===== src/rtl/dual_stack_shared_memory_core_defines.svh =====
// Assertion macros shared by the dual stack core modules.
// Each macro expects clk and arst_n in scope of the module that uses it.
`ifndef DUAL_STACK_SHARED_MEMORY_CORE_DEFINES_SVH
`define DUAL_STACK_SHARED_MEMORY_CORE_DEFINES_SVH

// Condition holds at every clock edge out of reset
`define DSSM_ASSERT_ALWAYS(lbl, cond) \
	lbl: assert property (@(posedge clk) disable iff (!arst_n) (cond)) \
		else $error("dssm assertion failed");

// Antecedent implies consequent in the same cycle
`define DSSM_ASSERT_SAME(lbl, ante, cons) \
	lbl: assert property (@(posedge clk) disable iff (!arst_n) (ante) |-> (cons)) \
		else $error("dssm assertion failed");

// Antecedent implies consequent in the next cycle
`define DSSM_ASSERT_NEXT(lbl, ante, cons) \
	lbl: assert property (@(posedge clk) disable iff (!arst_n) (ante) |=> (cons)) \
		else $error("dssm assertion failed");

`endif


===== src/rtl/dssm_pkg.sv =====
// Package for the dual stack core: operation and status codes, item structs.
// No dependencies; imported by dssm_ctrl, the top level and the testbench.
`timescale 1ns / 1ps

package dssm_pkg;

	typedef enum logic [1:0] {
		OP_PUSH = 2'd0,
		OP_POP  = 2'd1,
		OP_PEEK = 2'd2
	} op_t;

	typedef enum logic [1:0] {
		ST_OK        = 2'd0,
		ST_UNDERFLOW = 2'd1,
		ST_OVERFLOW  = 2'd2
	} status_t;

	// Request item
	typedef struct packed {
		logic [1:0]         operation;
		logic               which_stack;
		logic signed [31:0] push_value;
	} req_item_t;

	// Response item
	typedef struct packed {
		logic signed [31:0] read_value;
		logic [1:0]         status;
		logic [3:0]         top_index;
		logic               lower_empty;
		logic               lower_full;
		logic               upper_empty;
		logic               upper_full;
	} rsp_item_t;

	// Everything of a response except the element read back
	typedef struct packed {
		logic       rd_ok;
		status_t    status;
		logic [3:0] top_index;
		logic       lower_empty;
		logic       lower_full;
		logic       upper_empty;
		logic       upper_full;
	} meta_t;

endpackage


===== src/rtl/dssm_mem.sv =====
// Element store of the dual stack core: one synchronous single-port RAM.
// Read data is registered and held until the next read.
`timescale 1ns / 1ps

module dssm_mem #(
	parameter int DEPTH = 16,
	parameter int WIDTH = 32,
	parameter int AW    = 4
) (
	input  logic             clk,
	input  logic             we,
	input  logic             re,
	input  logic [AW-1:0]    addr,
	input  logic [WIDTH-1:0] wdata,
	output logic [WIDTH-1:0] rdata
);

	logic [WIDTH-1:0] mem_q [DEPTH];
	logic [WIDTH-1:0] rdata_q;

	// Write on push, capture read data on pop or peek
	always_ff @(posedge clk) begin
		if (we) begin
			mem_q[addr] <= wdata;
		end
		if (re) begin
			rdata_q <= mem_q[addr];
		end
	end

	assign rdata = rdata_q;

endmodule


===== src/rtl/dssm_ctrl.sv =====
// Pointer control of the dual stack core: decode, bounds checks, pointer update.
// Depends on dssm_pkg; drives the element store port and the response metadata.
`timescale 1ns / 1ps
`include "dual_stack_shared_memory_core_defines.svh"

module dssm_ctrl
	import dssm_pkg::*;
#(
	parameter int DEPTH = 16,
	parameter int WIDTH = 32,
	parameter int AW    = 4
) (
	input  logic             clk,
	input  logic             arst_n,
	input  logic             accept,
	input  req_item_t        item,
	output logic             mem_we,
	output logic             mem_re,
	output logic [AW-1:0]    mem_addr,
	output logic [WIDTH-1:0] mem_wdata,
	output meta_t            meta
);

	localparam logic [AW-1:0] LowerBase = AW'(1 + (DEPTH - 1) / 2);
	localparam logic [AW-1:0] UpperBase = AW'((DEPTH - 1) / 2);
	localparam logic [AW-1:0] UpperLast = AW'(DEPTH - 1);

	logic [AW-1:0]    lower_q, upper_q;
	logic [AW-1:0]    lower_d, upper_d;
	logic [AW-1:0]    ptr_sel, top_sel;
	logic             empty_sel, full_sel;
	logic             rd_ok;
	status_t          status;
	logic [AW+3:0]    top_ext;
	logic [WIDTH+31:0] push_ext;

	// Current top and bounds of the selected stack
	assign ptr_sel   = item.which_stack ? upper_q : lower_q;
	assign empty_sel = item.which_stack ? (upper_q == UpperBase) : (lower_q == LowerBase);
	assign full_sel  = item.which_stack ? (upper_q == UpperLast) : (lower_q == '0);

	// Sign-extend the pushed value, then cut it to the element width
	assign push_ext  = {{WIDTH{item.push_value[31]}}, item.push_value};
	assign mem_wdata = push_ext[WIDTH-1:0];

	// Decode the operation
	always_comb begin
		lower_d  = lower_q;
		upper_d  = upper_q;
		mem_we   = 1'b0;
		mem_re   = 1'b0;
		mem_addr = ptr_sel;
		status   = ST_OK;
		rd_ok    = 1'b0;
		unique case (item.operation) inside
			OP_PUSH: begin
				if (full_sel) begin
					status = ST_OVERFLOW;
				end else begin
					mem_we = accept;
					if (item.which_stack) begin
						upper_d  = upper_q + AW'(1);
						mem_addr = upper_q + AW'(1);
					end else begin
						lower_d  = lower_q - AW'(1);
						mem_addr = lower_q - AW'(1);
					end
				end
			end
			OP_POP, OP_PEEK: begin
				if (empty_sel) begin
					status = ST_UNDERFLOW;
				end else begin
					mem_re = accept;
					rd_ok  = 1'b1;
					if (item.operation == OP_POP) begin
						if (item.which_stack) begin
							upper_d = upper_q - AW'(1);
						end else begin
							lower_d = lower_q + AW'(1);
						end
					end
				end
			end
			default: begin
			end
		endcase
	end

	// Hold pointers, advance them on an accepted item
	always_ff @(posedge clk or negedge arst_n) begin
		if (!arst_n) begin
			lower_q <= LowerBase;
			upper_q <= UpperBase;
		end else if (accept) begin
			lower_q <= lower_d;
			upper_q <= upper_d;
		end
	end

	// Response metadata from the pointers after the item
	assign top_sel = item.which_stack ? upper_d : lower_d;
	assign top_ext = {4'b0000, top_sel};

	always_comb begin
		meta.rd_ok       = rd_ok;
		meta.status      = status;
		meta.top_index   = top_ext[3:0];
		meta.lower_empty = (lower_d == LowerBase);
		meta.lower_full  = (lower_d == '0);
		meta.upper_empty = (upper_d == UpperBase);
		meta.upper_full  = (upper_d == UpperLast);
	end

	`DSSM_ASSERT_ALWAYS(a_lower_in_range, lower_q <= LowerBase)
	`DSSM_ASSERT_ALWAYS(a_upper_in_range, upper_q >= UpperBase)
	`DSSM_ASSERT_ALWAYS(a_one_access, !(mem_we && mem_re))
	`DSSM_ASSERT_SAME(a_error_no_access, accept && (status != ST_OK), !mem_we && !mem_re)

endmodule


===== src/rtl/dual_stack_shared_memory_core.sv =====
// Top level of the dual stack core: handshake, read stage and response register.
// Depends on dssm_pkg, dssm_ctrl and dssm_mem.
//
//  channel | signals                   | payload
//  --------+---------------------------+-----------
//  request | req_valid, req_ready      | req (req_item_t)
//  response| rsp_valid, rsp_ready      | rsp (rsp_item_t)
//
// One item per cycle while responses are taken; an accepted request passes
// the read stage, beside the registered read port of the element store, then the response register.
// Reset puts both pointers at their bases; the element store is not cleared.
// A stalled response holds one item in the read stage, then drops req_ready.
`timescale 1ns / 1ps
`include "dual_stack_shared_memory_core_defines.svh"

module dual_stack_shared_memory_core
	import dssm_pkg::*;
#(
	parameter int STACK_DEPTH   = 16,
	parameter int ELEMENT_WIDTH = 32
) (
	input  logic      clk,
	input  logic      arst_n,
	input  logic      req_valid,
	output logic      req_ready,
	input  req_item_t req,
	output logic      rsp_valid,
	input  logic      rsp_ready,
	output rsp_item_t rsp
);

	localparam int AW = $clog2(STACK_DEPTH);

	logic                     accept, advance;
	logic                     mem_we, mem_re;
	logic [AW-1:0]            mem_addr;
	logic [ELEMENT_WIDTH-1:0] mem_wdata, mem_rdata;
	meta_t                    meta;
	logic                     valid_s1;
	meta_t                    meta_s1;
	logic                     rsp_valid_q;
	rsp_item_t                rsp_q;
	logic [ELEMENT_WIDTH+31:0] rd_ext;

	// Handshake
	assign advance   = valid_s1 && (!rsp_valid_q || rsp_ready);
	assign req_ready = !valid_s1 || advance;
	assign accept    = req_valid && req_ready;

	dssm_ctrl #(
		.DEPTH (STACK_DEPTH),
		.WIDTH (ELEMENT_WIDTH),
		.AW    (AW)
	) u_ctrl (
		.clk       (clk),
		.arst_n    (arst_n),
		.accept    (accept),
		.item      (req),
		.mem_we    (mem_we),
		.mem_re    (mem_re),
		.mem_addr  (mem_addr),
		.mem_wdata (mem_wdata),
		.meta      (meta)
	);

	dssm_mem #(
		.DEPTH (STACK_DEPTH),
		.WIDTH (ELEMENT_WIDTH),
		.AW    (AW)
	) u_mem (
		.clk   (clk),
		.we    (mem_we),
		.re    (mem_re),
		.addr  (mem_addr),
		.wdata (mem_wdata),
		.rdata (mem_rdata)
	);

	// Read stage: hold the metadata while the store read completes
	always_ff @(posedge clk or negedge arst_n) begin
		if (!arst_n) begin
			valid_s1 <= 1'b0;
		end else if (accept) begin
			valid_s1 <= 1'b1;
		end else if (advance) begin
			valid_s1 <= 1'b0;
		end
	end

	always_ff @(posedge clk) begin
		if (accept) begin
			meta_s1 <= meta;
		end
	end

	// Sign-extend the element read back, then cut it to 32 bits
	assign rd_ext = {{32{mem_rdata[ELEMENT_WIDTH-1]}}, mem_rdata};

	// Response register: load on advance, drop once taken
	always_ff @(posedge clk or negedge arst_n) begin
		if (!arst_n) begin
			rsp_valid_q <= 1'b0;
		end else if (advance) begin
			rsp_valid_q <= 1'b1;
		end else if (rsp_ready) begin
			rsp_valid_q <= 1'b0;
		end
	end

	always_ff @(posedge clk) begin
		if (advance) begin
			rsp_q.read_value  <= meta_s1.rd_ok ? rd_ext[31:0] : 32'sd0;
			rsp_q.status      <= meta_s1.status;
			rsp_q.top_index   <= meta_s1.top_index;
			rsp_q.lower_empty <= meta_s1.lower_empty;
			rsp_q.lower_full  <= meta_s1.lower_full;
			rsp_q.upper_empty <= meta_s1.upper_empty;
			rsp_q.upper_full  <= meta_s1.upper_full;
		end
	end

	assign rsp_valid = rsp_valid_q;
	assign rsp       = rsp_q;

	`DSSM_ASSERT_SAME(a_stall_blocks_req, valid_s1 && rsp_valid_q && !rsp_ready, !req_ready)
	`DSSM_ASSERT_NEXT(a_accept_fills_s1, accept, valid_s1)
	`DSSM_ASSERT_NEXT(a_rsp_drains, rsp_valid_q && rsp_ready && !valid_s1, !rsp_valid_q)

endmodule


===== config.mk =====
export PLATFORM = sky130hd
export DESIGN_NAME = dual_stack_shared_memory_core
export DESIGN_NICKNAME = d
export VERILOG_FILES = /design/src/rtl/dssm_pkg.sv /design/src/rtl/dssm_mem.sv /design/src/rtl/dssm_ctrl.sv /design/src/rtl/dual_stack_shared_memory_core.sv
export VERILOG_INCLUDE_DIRS = /design/src /design/src/rtl
export SDC_FILE = /design/constraint.sdc
export NUM_CORES = 1
export LEC_CHECK = 0
export BUFFER_PORTS_ARGS = -buffer_cell sky130_fd_sc_hd__buf_2
export CAP_MARGIN = 10
export CORE_MARGIN = 4
export CORE_UTILIZATION = 56
export DETAILED_ROUTE_END_ITERATION = 8
export PLACE_DENSITY = 0.88
export REMOVE_ABC_BUFFERS = 1
export SLEW_MARGIN = 10
export SYNTH_ARGS = -nofsm -noshare
export SYNTH_HDL_FRONTEND = slang
export SYNTH_SLANG_ARGS = --single-unit

===== constraint.sdc =====
create_clock -name clk -period 3.9 [get_ports clk]
set_input_delay 0.78 -clock clk [delete_from_list [all_inputs] [get_ports clk]]
set_output_delay 0.78 -clock clk [all_outputs]
set_load 0.01 [all_outputs]

Word level (Yosys, flattened, before mapping)
Memory sizes are Yosys's and may differ from the RTL's. A register that Yosys moved wholly into a read port is not among the register bits. Cells that the tools add are included. W data, S select, Z words.

Memories kept: 1. Logic and storage cells: 76. Bits in registers: 63. Input port bits: 39. Output and inout port bits: 44. Bits in writable memories: 512.

Memories: u_mem.mem_q (depth 16, bits a word 32, rd ports 1, clocked after memory_dff 1, wr ports 1, RTL line dssm_mem.sv:18) `logic [WIDTH-1:0] mem_q [DEPTH];`.

Multiplexer cells: 33. Reductions and logical operators: 12. Eq/ne operators: 8. Add/subtract/negate cells: 4.

Operator list (count): $mux W4 (15); $eq A4 B4 Y1 const B (4); $pmux W4 S2 (2); $mux W1 (14); $add A4 B1 Y4 const B (2); $eq A4 B3 Y1 const B (2); $logic_not A4 Y1 (2); $sub A4 B1 Y4 const B (2); $pmux W2 S2 (1); $reduce_bool A2 Y1 (2); $eq A2 B1 Y1 const B (1); $eq A2 B2 Y1 const B (1); $logic_and A1 B1 Y1 (2); $logic_not A1 Y1 (2); $logic_not A2 Y1 (1); $logic_or A1 B1 Y1 (2); $mux W2 (1); $reduce_or A2 Y1 (1).

Depth between registers and ports, before layout
Depth in word-level cells: 9. Gate-level depth with buffers: 13. Mapped depth without buffers: 9.

Modules after synthesis
A second synthesis with hierarchy kept.

Cells, all modules: 1137. Area total of the unflattened synthesis: 23632.7 µm².

Modules (own cells, without submodules): dssm_mem (times used 1, area an instance 20183.1 µm², cells each 840); dual_stack_shared_memory_core (times used 1, area an instance 1948.1 µm², cells each 96); dssm_ctrl (times used 1, area an instance 1501.4 µm², cells each 201).

Least setup slack after synthesis
No wires, ideal clock.

Path type: in2reg. Start: input req[34] in the netlist's numbering. End: memory u_mem.mem_q[10][0] (enable). Stages on the path: 11. Required time: 3.479 ns. Slack: -0.428 ns. Buffers on the path: 3. Arrival time: 3.907 ns. Path through: inv_1 -> ha_1 -> buf_2 -> inv_1 -> or3_1 -> a21oi_1 -> or2_2 -> buf_2 -> buf_2 -> nand2_1 -> nor2_1.

Longest elaborated chain between the ends: 4.

RTL lines: from (decl) (RTL line dual_stack_shared_memory_core.sv:26) `input req_item_t req,`; $logic_not A2 Y1 (no line) (*); $mux W1 (RTL line dssm_ctrl.sv:55) `unique case (item.operation) inside`; $mux W1 (RTL line dssm_mem.sv:23) `if (we) begin`; $mux W1 (implied by the code) (RTL line dssm_mem.sv:24) `mem_q[addr] <= wdata;`; to (decl) (RTL line dssm_mem.sv:18).

Mark *: on every way between the ends. The rest lies on a longest branch, timed or not.

Worst setup path after layout
Start: register u_ctrl.lower_q[1]. End: register u_mem.rdata_q[23], in the netlist u_mem.rdata[23] (read register of u_mem.mem_q) (data pin).

Longest elaborated chain between the ends: 4.

RTL lines: from (decl) (RTL line dssm_ctrl.sv:28) `logic [AW-1:0] lower_q, upper_q;`; from (signal assigned) (RTL line dssm_ctrl.sv:93) `lower_q <= LowerBase;`; from (signal assigned) (RTL line dssm_ctrl.sv:96) `lower_q <= lower_d;`; $sub A4 B1 Y4 (tied with other cells) (RTL line dssm_ctrl.sv:66) `mem_addr = lower_q - AW'(1);`; $mux W4 (tied with other cells) (RTL line dssm_ctrl.sv:61) `if (item.which_stack) begin`; $mux W4 or $mux W1 (tied branches) (RTL line dssm_ctrl.sv:57, dssm_ctrl.sv:71); $mux W4 or $mux W1 (tied branches) (RTL line dssm_ctrl.sv:55); to (decl) (RTL line dssm_mem.sv:19) `logic [WIDTH-1:0] rdata_q;`.

Several ways; a longest one is shown, not always the timed one. A chain may end at the register's enable or synchronous reset.

==> results <==
- The run finished with clean final reports.
- Global routing finished with a remaining overflow of 0.
- The clock tree root driver cell is clkbuf_16.
- Setup violations remaining at the end of the flow were counted as 0.
- At the end of routability-driven placement, the weighted congestion stood at 0.871.
- Setup repair after global routing left no endpoint under its margin.
- Walking the worst path, the cells encountered are inv_1, ha_1, or4b_4, nand3_4, mux4_4, buf_12, buf_4, mux2i_1, mux2i_1, a2111oi_2.
- After synthesis, the share of cell area in mux cells is 0.0990.
- The highest fanout seen on the critical path is 16.
- The global-route wire length before repair is 86800 um.
- Sorting the synthesized cells by area gives the leading types as edfxtp_1, mux2i_1, nor2_1.
- The count of max-cap constraint violations is 0.
- The ratio of final minimum period to clock period is 0.937.
- The share of the yosys chip area belonging to registers is 0.742.
- The routed length per instance is 24.8 um.
- In this run the horizontal extent of the chip is 217 um.
- The synthesis-to-layout area growth is 14.1%.
- The TritonCTS clock tree is done.
- The vertical die dimension is 217 um.
- Counting flops with an async set or reset pin after synthesis yields a share of 0.0165.
- The number of gates resized after CTS is 0.
- The maximum cell stage delay along the critical path is 530 ps.
- The H-tree was split into 2 levels.
- The hold-fix buffer count after cts is 0.
- The worst setup path is launched from a register.
- The initial utilization of the core area, before any placement, comes to 0.568.
- At the end of the flow, the number of nets in the layout was 1729.
- In this run the tightest slew margin relative to its limit is 0.566.
- Port buffering added 82 buffers.
- The detailed router finished its first iteration with 2159 violations.
- The mean instance size in the synthesized netlist is 15.8 um^2.
- The number of inserted filler cells in the final layout is 2828.
- The placed wire-length estimate is 32800 um.
- The maximum clock rate is 0.274 GHz.
- The parity-gate share of the synthesized area counting xor and xnor cells is 0.00112.
- The number of antenna violations at the first check in global routing is 4.
- Row generation in the floorplan step produced 76 rows.
- The clock period minus worst slack is 3660 ps.
- The analysis attributes to net switching a power of 4.87 mW.
- In this run the worst hold path is classified as in2async.
- Of the total synthesized cell area, the portion taken by full adders, half adders and majority gates is 0.00357.
- Of the total synthesized cell area, the portion taken by AND, OR, NAND and NOR gates is 0.0920.
- The required time at the worst-slack endpoint is 4250 ps.
- Using the TritonRoute via totals, the vias-per-cell ratio works out to 6.15.
- Of the total power, registers draw 0.447.
- The leading area contributor after synthesis is edfxtp_1.
- The number of synthesized flops with an enable pin is 597.
- The slack of the critical path is 245 ps.
- At the worst endpoint, the arrival time is 4000 ps.
- Summed over all failing endpoints, the final setup total negative slack is 0 ps.
- The hold violation total from the final report was 0.
- The warning count from the yosys run is 0.
- The latest clock arrival within the worst-skew pair is 610 ps.
- The library cells used most frequently in the layout, excluding fill and tap cells, are edfxtp_1, mux2i_1, nor2_1, nand2_1, buf_2.
- Grouping stages by cell kind, the critical path spends the most delay in multiplexers.
- In this run the remaining antenna-violating nets after routing total 0.
- The number of search-and-repair iterations in the first detailed-routing pass is 6.
- The maximum buffer depth of the clock tree is 3.
- The maximum clock skew at final layout is 27.3 ps.
- The total routed wirelength is 57500 um.
- In this run, distinct cell masters in the synthesized netlist total 58.
- The fraction of post-synthesis cell area in the top cell type by area is 0.731.
- The cell area after synthesis is 0.0245 mm^2.
- For this run, the total global-route usage over all layers was measured as 0.242.
- The proportion of power drawn by the clock network is 0.311.
- The number of pins exceeding their max-slew limit in the final report came to 0.
- Counting both buffers and inverters, the worst setup path holds a total of 3.
- The setup check on the worst reg-to-reg path leaves a slack of 240 ps.
- The category of the critical setup timing path is reg2reg.
- In this run the count of I/O pins placed on the die edge is 83.
- The analysis attributes to cell leakage a power of 9.96 nW.
- Dividing total power by cell area gives a power density of 609 mW/mm^2.
- The commonest non-fill, non-tap cell in the layout is edfxtp_1.
- OpenSTA, run right after detailed placement, puts the worst setup slack at 242 ps.
- The via count of the first global-routing pass is 14475.
- The total vias in the final route is 14238.
- The flop and latch count out of synthesis is 607.
- The cell-internal power is 12.2 mW.
- The number of clock buffers inserted by TritonCTS is 56.
- For this run, design rule violations remaining after detail routing come to 0.
- In the synthesized netlist, the number of instances is 1555.
- The post-synthesis compound-gate area fraction is 0.0393.
- Of the total power, combinational logic draws 0.242.
- For this run, the leading register cell type out of synthesis is edfxtp_1.
- The floorplan step defined a die boundary enclosing 0.0472 mm^2.
- Of the cells placed in the final design, the portion with a size suffix greater than 1 is 0.180.
- The area of the core region is 0.0432 mm^2.
- The cell type of the slowest stage on the worst timing path is or4b_4.
- The worst setup path is captured at a register.
- The dominant cell type by count on the critical path is mux2i_1.
- The clock-pin slew on the worst setup and hold paths is 60 ps.
- The largest net degree at the start of global routing is 69.
- The transition time of the tightest slew-check pin is 652 ps.
- The peak supply drop is 0.463 mV.
- The number of buffers added for setup after CTS is 0.
- The largest family of logic cells by synthesized area is multiplexers.
- The switching part of the total is 0.286.
- The clock net in this run drives a total of 607 sinks.
[worst paths after layout]
path	from	to	cells after the start
worst max-delay path	u_ctrl.lower_q[1]$_DFFE_PN0P_	u_mem.rdata[23]$_DFFE_PP_	10
worst min-delay path	arst_n	u_ctrl.lower_q[2]$_DFFE_PN0P_	1
worst max register to register	u_ctrl.lower_q[1]$_DFFE_PN0P_	u_mem.rdata[23]$_DFFE_PP_	10
worst min register to register	meta_s1[8]$_DFFE_PP_	rsp[8]$_DFFE_PP_	0
max in group asynchronous	arst_n	u_ctrl.upper_q[1]$_DFFE_PN1P_	1
min in group clk	req_valid	valid_s1$_DFFE_PN0P_	2
[metal layers]
| layer | vias to the layer above | share of wire | global-route usage | routed length (um) |
|---|---|---|---|---|
| met5 | - | 0.00023 | 0 | 13 |
| met4 | 2 | 0.032 | 0.0882 | 1860 |
| met2 | 882 | 0.50 | 0.402 | 28600 |
| li1 | 6099 | - | - | - |
| met1 | 7112 | 0.38 | 0.326 | 21600 |
| met3 | 143 | 0.094 | 0.0413 | 5420 |
[per-stage QoR]
stage	power [mW]	instances	util	hold slack, ps	instance area [um^2]
floorplan	10.5	1469	-	400	24000
global placement	11.6	2210	0.607	401	26200
detailed placement	11.8	2210	0.607	405	26200
CTS	17.1	2313	0.648	25.8	28000
global route	17.7	2314	0.648	42.5	28000
finish	17.0	2315	0.648	55.0	28000
[cell type report]
cell class / count / area [um^2] / share of cell area
Multi-Input combinational cell: 848 / 5890 / 0.210
Clock buffer: 75 / 1530 / 0.0548
Inverter: 14 / 52.6 / 0.00188
Clock inverter: 28 / 239 / 0.00854
Antenna cell: 2 / 5.00 / 0.000179
Tap cell: 585 / 732 / 0.0262
Sequential cell: 607 / 18200 / 0.650
Timing Repair Buffer: 156 / 1340 / 0.0479
[synthesized netlist by cell type (6+ instances only)]
master / n
nand2_1: 146
o22ai_1: 31
o21ai_0: 16
mux4_2: 6
inv_1: 13
and2_1: 34
buf_4: 11
and3_1: 64
clkbuf_1: 18
ha_1: 7
nor2_1: 212
dfrtp_1: 6
mux2i_1: 223
buf_6: 13
a2111oi_2: 31
edfxtp_1: 597
a21oi_1: 12
buf_2: 44
[power groups by stage]
stage	Sequential [mW]	Combinational, mW	Clock [mW]
2_1_floorplan	7.74	2.80	0
3_3_place_gp	7.74	3.85	0
3_5_place_dp	7.75	4.02	0
4_1_cts	7.61	4.08	5.37
5_1_grt	7.63	4.38	5.66
6_report	7.61	4.11	5.30
[state kept, by name, indices dropped and copies added, names as in the netlist]
signal          count
meta_s1            11
u_ctrl.lower_q      4
u_mem.rdata        32
u_ctrl.upper_q      4
rsp_valid           1
valid_s1            1
u_mem.mem_q       512
rsp                42
[cell families after synthesis]
| family | count (synthesis) |
|---|---|
| compound gates | 110 |
| xor+xnor | 1 |
| fa+ha+maj | 7 |
| buf+inv | 100 |
| flops | 607 |
| mux | 234 |
| simple gates | 496 |
[worst register-to-register path, cell delays in order, from the launching register on]
cell and delay [ps]:
dfrtp_1 450, inv_1 180, ha_1 290, or4b_4 530, nand3_4 170, mux4_4 530, buf_12 220, buf_4 180
mux2i_1 210, mux2i_1 140, a2111oi_2 510
Power figures use the tool's default switching activity.
